`config.mk`:
```
export PLATFORM = sky130hd
export DESIGN_NAME = keypad_scan_debounce_window_core
export DESIGN_NICKNAME = d
export VERILOG_FILES = /design/src/hw/rtl/kpd_pkg.sv /design/src/hw/rtl/kpd_walker.sv /design/src/hw/rtl/keypad_scan_debounce_window_core.sv
export SDC_FILE = /design/constraint.sdc
export NUM_CORES = 1
export LEC_CHECK = 0
export ABC_CLOCK_PERIOD_IN_PS = 2600
export BUFFER_PORTS_ARGS = -buffer_cell sky130_fd_sc_hd__buf_2
export CORE_MARGIN = 4
export CORE_UTILIZATION = 61
export DETAILED_ROUTE_END_ITERATION = 8
export GPL_TIMING_DRIVEN = 0
export PLACE_DENSITY = 0.79
export SLEW_MARGIN = 20
export SYNTH_ARGS = -nofsm -noshare
export SYNTH_HDL_FRONTEND = slang
export SYNTH_SLANG_ARGS = --single-unit
```
`constraint.sdc`:
```
create_clock -name i_clk -period 2.6 [get_ports i_clk]
set_input_delay 0.39 -clock i_clk [delete_from_list [all_inputs] [get_ports i_clk]]
set_output_delay 0.39 -clock i_clk [all_outputs]
set_load 0.05 [all_outputs]
```
`src/hw/rtl/kpd_pkg.sv`:
```
// ----------------------------------------------------------------------------
// kpd_pkg
// Shared types, constants and helpers for the keypad debounce window block.
// ----------------------------------------------------------------------------
package kpd_pkg;

    localparam int HISTORY_DEPTH = 8;
    localparam int ROW_COUNT     = 4;
    localparam int COLUMN_COUNT  = 3;

    localparam int INPUT_ROWS    = 4;
    localparam int INPUT_COLS    = 3;

    localparam int KEY_W         = 4;
    localparam int CFG_W         = 4;
    localparam int NUM_KEYS      = ROW_COUNT * COLUMN_COUNT;
    localparam int SNAP_W        = ROW_COUNT * COLUMN_COUNT;
    localparam int POS_W         = (SNAP_W > 1) ? $clog2(SNAP_W) : 1;
    localparam int SLOT_W        = $clog2(HISTORY_DEPTH);
    localparam int WIN_W         = $clog2(HISTORY_DEPTH + 1);

    localparam logic [CFG_W-1:0] CHECK_WINDOW_RESET = CFG_W'(5);

    localparam logic FUNC_SCAN  = 1'b0;
    localparam logic FUNC_QUERY = 1'b1;

    typedef enum logic [1:0] {
        KS_NONE     = 2'd0,
        KS_RELEASED = 2'd1,
        KS_PRESSED  = 2'd2,
        KS_TRANS    = 2'd3
    } t_key_state;

    typedef enum logic {
        WALK_IDLE = 1'b0,
        WALK_RUN  = 1'b1
    } t_walk_state;

    typedef struct packed {
        logic              go;
        logic [POS_W-1:0]  pos;
        logic [WIN_W-1:0]  win;
        logic [SLOT_W-1:0] slot;
    } t_walk_req;

    typedef struct packed {
        logic       busy;
        logic       done;
        t_key_state state;
    } t_walk_rsp;

    // Bit position of a valid key (1 .. NUM_KEYS) within a snapshot; a small
    // constant lookup over the key range, zero for keys outside it
    function automatic logic [POS_W-1:0] key_pos(input logic [KEY_W-1:0] key);
        logic [POS_W-1:0] pos;
        pos = '0;
        for (int k = 1; k <= NUM_KEYS; k++) begin
            if (key == KEY_W'(k)) begin
                pos = POS_W'((ROW_COUNT - 1 - (k - 1) / COLUMN_COUNT) * COLUMN_COUNT
                             + (k - 1) % COLUMN_COUNT);
            end
        end
        return pos;
    endfunction

    // Clamp the window register to 1 .. HISTORY_DEPTH
    function automatic logic [WIN_W-1:0] clamp_window(input logic [CFG_W-1:0] cfg);
        int w;
        w = int'(cfg);
        if (w < 1) begin
            w = 1;
        end
        if (w > HISTORY_DEPTH) begin
            w = HISTORY_DEPTH;
        end
        return WIN_W'(w);
    endfunction

endpackage

```
`src/hw/rtl/kpd_walker.sv`:
```
// ----------------------------------------------------------------------------
// kpd_walker
// Walks the newest window entries of the history ring, one entry per cycle,
// and classifies one key bit as released, pressed or transitioning.
// ----------------------------------------------------------------------------
module kpd_walker (
    input  logic                      i_clk,
    input  logic                      i_rst_n,
    input  kpd_pkg::t_walk_req        i_req,
    input  logic                      i_bit,
    output logic [kpd_pkg::SLOT_W-1:0] o_slot,
    output logic [kpd_pkg::POS_W-1:0]  o_pos,
    output kpd_pkg::t_walk_rsp        o_rsp
);

    kpd_pkg::t_walk_state r_state, n_state;
    logic [kpd_pkg::SLOT_W-1:0] r_slot, n_slot;
    logic [kpd_pkg::POS_W-1:0]  r_pos, n_pos;
    logic [kpd_pkg::WIN_W-1:0]  r_cnt, n_cnt;
    logic                       r_seen_off, n_seen_off;
    logic                       r_seen_on, n_seen_on;

    always_ff @(posedge i_clk) begin
        if (!i_rst_n) begin
            r_state <= kpd_pkg::WALK_IDLE;
        end else begin
            r_state <= n_state;
        end
    end

    always_ff @(posedge i_clk) begin
        r_slot     <= n_slot;
        r_pos      <= n_pos;
        r_cnt      <= n_cnt;
        r_seen_off <= n_seen_off;
        r_seen_on  <= n_seen_on;
    end

    always_comb begin
        n_state    = r_state;
        n_slot     = r_slot;
        n_pos      = r_pos;
        n_cnt      = r_cnt;
        n_seen_off = r_seen_off;
        n_seen_on  = r_seen_on;
        o_rsp.busy  = 1'b0;
        o_rsp.done  = 1'b0;
        o_rsp.state = kpd_pkg::KS_TRANS;

        unique case (r_state)
            kpd_pkg::WALK_IDLE: begin
                if (i_req.go) begin
                    n_state    = kpd_pkg::WALK_RUN;
                    n_slot     = i_req.slot;
                    n_pos      = i_req.pos;
                    n_cnt      = i_req.win;
                    n_seen_off = 1'b0;
                    n_seen_on  = 1'b0;
                end
            end
            kpd_pkg::WALK_RUN: begin
                o_rsp.busy = 1'b1;
                n_seen_off = r_seen_off | i_bit;
                n_seen_on  = r_seen_on | ~i_bit;
                // step back to the next older entry
                if (r_slot == '0) begin
                    n_slot = kpd_pkg::SLOT_W'(kpd_pkg::HISTORY_DEPTH - 1);
                end else begin
                    n_slot = r_slot - 1'b1;
                end
                n_cnt = r_cnt - 1'b1;
                if (r_cnt == kpd_pkg::WIN_W'(1)) begin
                    n_state    = kpd_pkg::WALK_IDLE;
                    o_rsp.done = 1'b1;
                    priority if (!n_seen_on) begin
                        o_rsp.state = kpd_pkg::KS_RELEASED;
                    end else if (!n_seen_off) begin
                        o_rsp.state = kpd_pkg::KS_PRESSED;
                    end else begin
                        o_rsp.state = kpd_pkg::KS_TRANS;
                    end
                end
            end
            default: begin
                n_state = kpd_pkg::WALK_IDLE;
            end
        endcase
    end

    assign o_slot = r_slot;
    assign o_pos  = r_pos;

endmodule

```
`src/hw/rtl/keypad_scan_debounce_window_core.sv`:
```
// ----------------------------------------------------------------------------
// keypad_scan_debounce_window_core
// Function: a scan word is stored at its accept edge and answers nothing; a
// query walks window history entries (window = check_window clamped to 1..8)
// and then answers; an out-of-range key answers without a walk.
// Throughput: scans every cycle while not busy; a query holds busy while the
// walker reads one history entry per cycle. Results cannot be stalled.
// Reset: history reads all released, write slot 0, check_window 5.
// ----------------------------------------------------------------------------
module keypad_scan_debounce_window_core (
    input  logic                       i_clk,
    input  logic                       i_rst_n,
    input  logic                       start,
    output logic                       busy,
    input  logic                       i_func,
    input  logic [2:0]                 i_row_0_bits,
    input  logic [2:0]                 i_row_1_bits,
    input  logic [2:0]                 i_row_2_bits,
    input  logic [2:0]                 i_row_3_bits,
    input  logic [kpd_pkg::KEY_W-1:0]  i_key_number,
    input  logic                       i_cfg_we,
    input  logic [kpd_pkg::CFG_W-1:0]  i_cfg_wdata,
    output logic                       o_valid,
    output logic [1:0]                 o_key_state
);

    logic [kpd_pkg::CFG_W-1:0]  r_check_window;
    logic [kpd_pkg::SLOT_W-1:0] r_wslot, n_wslot;
    logic [kpd_pkg::SNAP_W-1:0] r_hist [kpd_pkg::HISTORY_DEPTH];
    logic [kpd_pkg::SNAP_W-1:0] snap;
    logic [kpd_pkg::INPUT_COLS-1:0] rows_in [kpd_pkg::INPUT_ROWS];
    logic                       r_out_valid, n_out_valid;
    kpd_pkg::t_key_state        r_out_state, n_out_state;

    logic                       accept, scan_acc, query_acc, key_ok;
    kpd_pkg::t_walk_req         walk_req;
    kpd_pkg::t_walk_rsp         walk_rsp;
    logic [kpd_pkg::SLOT_W-1:0] rd_slot;
    logic [kpd_pkg::POS_W-1:0]  rd_pos;
    logic [kpd_pkg::SNAP_W-1:0] rd_entry;
    logic                       rd_bit;

    assign busy      = walk_rsp.busy;
    assign accept    = start & ~busy;
    assign scan_acc  = accept & (i_func == kpd_pkg::FUNC_SCAN);
    assign query_acc = accept & (i_func == kpd_pkg::FUNC_QUERY);
    assign key_ok    = (int'(i_key_number) >= 1) && (int'(i_key_number) <= kpd_pkg::NUM_KEYS);

    assign rows_in[0] = i_row_0_bits;
    assign rows_in[1] = i_row_1_bits;
    assign rows_in[2] = i_row_2_bits;
    assign rows_in[3] = i_row_3_bits;

    // Rows or columns with no input stay released
    always_comb begin
        snap = '1;
        for (int r = 0; r < kpd_pkg::ROW_COUNT; r++) begin
            for (int c = 0; c < kpd_pkg::COLUMN_COUNT; c++) begin
                if (r < kpd_pkg::INPUT_ROWS && c < kpd_pkg::INPUT_COLS) begin
                    snap[r * kpd_pkg::COLUMN_COUNT + c] =
                        rows_in[r % kpd_pkg::INPUT_ROWS][c % kpd_pkg::INPUT_COLS];
                end
            end
        end
    end

    // Advance the write slot, then store into it
    always_comb begin
        if (r_wslot == kpd_pkg::SLOT_W'(kpd_pkg::HISTORY_DEPTH - 1)) begin
            n_wslot = '0;
        end else begin
            n_wslot = r_wslot + 1'b1;
        end
    end

    always_ff @(posedge i_clk) begin
        if (!i_rst_n) begin
            r_check_window <= kpd_pkg::CHECK_WINDOW_RESET;
            r_wslot        <= '0;
            for (int i = 0; i < kpd_pkg::HISTORY_DEPTH; i++) begin
                r_hist[i] <= '1;
            end
        end else begin
            if (i_cfg_we) begin
                r_check_window <= i_cfg_wdata;
            end
            if (scan_acc) begin
                r_wslot         <= n_wslot;
                r_hist[n_wslot] <= snap;
            end
        end
    end

    assign walk_req.go   = query_acc & key_ok;
    assign walk_req.pos  = kpd_pkg::key_pos(i_key_number);
    assign walk_req.win  = kpd_pkg::clamp_window(r_check_window);
    assign walk_req.slot = r_wslot;

    assign rd_entry = r_hist[rd_slot];
    assign rd_bit   = rd_entry[rd_pos];

    kpd_walker u_walker (
        .i_clk   (i_clk),
        .i_rst_n (i_rst_n),
        .i_req   (walk_req),
        .i_bit   (rd_bit),
        .o_slot  (rd_slot),
        .o_pos   (rd_pos),
        .o_rsp   (walk_rsp)
    );

    // Result word register: an invalid key answers at once, otherwise the walker
    always_comb begin
        n_out_valid = 1'b0;
        n_out_state = kpd_pkg::KS_NONE;
        priority if (walk_rsp.done) begin
            n_out_valid = 1'b1;
            n_out_state = walk_rsp.state;
        end else if (query_acc && !key_ok) begin
            n_out_valid = 1'b1;
            n_out_state = kpd_pkg::KS_NONE;
        end
    end

    always_ff @(posedge i_clk) begin
        if (!i_rst_n) begin
            r_out_valid <= 1'b0;
        end else begin
            r_out_valid <= n_out_valid;
        end
    end

    always_ff @(posedge i_clk) begin
        r_out_state <= n_out_state;
    end

    assign o_valid     = r_out_valid;
    assign o_key_state = r_out_state;

endmodule
```
==> flow_summary.toml <==
[outcome]
run_status = "finished clean"

[clock_network]
numClockSinks = 123
cts_tree = "built"
htree_levels = 4
cts_buffers = 17
cts.hold.buffers_added = 0
cts-root-buf = "clkbuf_8"
cts.clk_slew.worst_paths_ps = 60
clk_latency_ps = 520
max-clock-path-buffers = 2

[floorplan]
dieArea_sq_um = 11200
initial_utilization = 0.627
die_h_um = 106
ios = 29
die_w_um = 106
rows = 35
core_sq_um = 9280

[sta]
min_period_ps = 2600
rsz0062_at_grt = "yes"
setup_ws_ps = 3.90
slew_headroom = 0.498
fmax_ghz = 0.385
fin_crit_sh = 0.998
finalMaxSlewViolations = 0
hold_viol = 0
setup_viol = 0
finClkSkew_ps = 5.58
tns_ps = 0
hold_ws_ps = 87.8
worst_pin_slew_ps = 748

[place]
portBuffers = 25
dp_cells = 564
place_ws_ps = -531
place_congestion = 0.791
placed_area_sq_um = 6110
dp_hpwl_um = 8480

[route]
ant_nets = 0
wl_um = 13000
wl_per_cell_um = 21.9
route.detailed.drc = 0
viasPerCell = 5.94
vias = 3533
first_iter_violations = 230
firstDrtPassIters = 5

[setup_path]
criticalPathCategory = "flop to flop"
end_kind = "flop"
cp_num_buf_inv = 1
slowest_delay_ps = 470
slowest_stage = "dfxtp_1"
cpMostUsedCell = "ha_1"
path_cells = "ha_1 -> ha_1 -> nor2_1 -> or2_2 -> nor3b_2 -> buf_4 -> nand2b_4"
worstPathRequired_ps = 2800
worstRegToRegCells = 7
path_delay_family = "simple AND/OR/NAND/NOR gates"
start_kind = "flop"
arrival_ps = 2790
reg2reg_slack_ps = 4
r2r-start = "r_wslot[0]"
crit_fanout = 12
reg2reg_to = "r_hist[2][11]"

[flow_run]
maxCapViolCount = 0

[cells_and_area]
final_cell_mix = "edfxtp_1, or2_2, nand2b_1"
final_common_cell = "edfxtp_1"
layout-drive-gt1-share = 0.333
fillerInstances = 654
layout.nets = 484
area_growth_pct = 14.7
stdcell_count = 595
n_antenna_cell = 0
post-route-cell-area_sq_um = 6680

[global_route]
overflow = 0
grt_max_degree = 17
track_usage = 0.247
grt_first_pass_wirelength_um = 20000
grt_pass1_vias = 3740
antenna_found_initial = 0

[synthesis]
synthFlopType = "edfxtp_1"
yosysSeqAreaShare = 0.610
synth_edf_count = 109
synth_area_per_cell_sq_um = 14.2
synth.distinct_cells = 45
async_flop_share = 0
synth-warning-count = 0
synthesis.area_sq_um = 5830
synth_nets = 441
ys_ff_latch = 123
synth_cells = 410

[min_path]
whs_endpoint = "r_check_window[0]"
hp-class = "input port to flop"
hold_start = "i_cfg_wdata[0]"
min_path_cells = 3

[power]
ir_drop_v = 0.000435
powerDensity_nw_per_um2 = 711
p_leak_nw = 2.02
## through the flow
stage	utilization	power [mW]
5_1_grt	0.720	4.90
3_3_place_gp	0.658	2.69
3_5_place_dp	0.658	2.70
2_1_floorplan	-	2.56
6_report	0.720	4.75
4_1_cts	0.719	4.77
## logic make-up after synthesis
family / Yosys count / share of synthesized area
DFF: 123 / 0.610
muxes: 51 / 0.134
buffers and inverters: 33 / 0.0331
xor gates and xnor gates: 3 / 0.00451
adders and majority gates: 6 / 0.0129
and+or+nand+nor: 166 / 0.171
AOI/OAI and AO/OA: 28 / 0.0350
## where the power goes
group          internal (mW)  total (mW)  switching [mW]  leakage [nW]
Combinational          0.184       0.448           0.263         0.863
Clock                   1.18        2.09           0.905         0.244
Sequential              2.19        2.22          0.0240         0.910
Total                   3.56        4.75            1.19          2.02
## per-layer routing
layer	global-route usage	routed length, um	vias up	part of all wire
li1	-	-	1589	-
met1	0.295	5000	1772	0.38
met2	0.424	6730	148	0.52
met3	0.0759	1030	24	0.079
met4	0.0897	248	0	0.019
met5	0	0	-	0
## worst min-delay path, delay by kind of cell
| kind | cells | cell delay [ps] |
|---|---|---|
| buffers and inverters | 1 | 70 |
| multiplexers | 1 | 50 |
| AND/OR/NAND/NOR | 1 | 60 |
## synth_stat cells, drive strengths merged (4+ instances only)
| cell | count | area share |
|---|---|---|
| a21oi | 7 | 0.0060 |
| a22oi | 5 | 0.0064 |
| buf | 12 | 0.020 |
| clkbuf | 10 | 0.0064 |
| dfxtp | 14 | 0.048 |
| edfxtp | 109 | 0.56 |
| ha | 6 | 0.013 |
| inv | 10 | 0.0064 |
| mux2i | 28 | 0.048 |
| mux4 | 20 | 0.080 |
| nand2 | 14 | 0.0095 |
| nand2b | 50 | 0.054 |
| nand3b | 5 | 0.0064 |
| nor2 | 16 | 0.010 |
| nor2b | 9 | 0.0097 |
| nor3 | 5 | 0.0052 |
| nor3b | 4 | 0.0079 |
| or2 | 50 | 0.054 |
## sequential cells by signal, indices dropped and copies added (netlist names), named ones only
| register | flops |
|---|---|
| r_wslot | 3 |
| u_walker.r_seen_off | 1 |
| o_valid | 1 |
| r_check_window | 4 |
| u_walker.o_pos | 4 |
| u_walker.o_slot | 3 |
| u_walker.r_seen_on | 1 |
| u_walker.r_state | 1 |
| u_walker.r_cnt | 4 |
| r_hist | 96 |
| o_key_state | 2 |
## how the worst max path moves through the flow
stage                                start             to  slack (ps)  cells past startpoint
after detailed placement            i_func   r_hist[2][6]        -530                      7
after global placement              i_func   r_hist[2][6]        -540                      7
after global routing            r_wslot[0]   r_hist[4][4]         -80                      7
after CTS                       r_wslot[0]  r_hist[2][11]          20                      7
final                           r_wslot[0]  r_hist[2][11]           4                      7
after floorplan           u_walker.r_state   r_hist[4][0]          10                      7
## final cells by class
type                       instances  area, sq um  area share
clock inverter                    15          115      0.0172
inverter                          11         41.3     0.00618
sequential                       123         3550       0.532
multi-input combinational        254         2120       0.317
buffer                            21          154      0.0230
clock buffer                      17          414      0.0620
timing repair buffer              25          125      0.0187
tap                              129          161      0.0241
## repair_timing
item | 4_1_cts | 5_1_grt
resized for setup | 13 | 2
pin swaps | 1 | 0
gates cloned | 0 | 0
buffers inserted | 0 | 0
setup endpoints to repair | 96 | 60
Note: power is estimated with default switching activity, not from simulation.
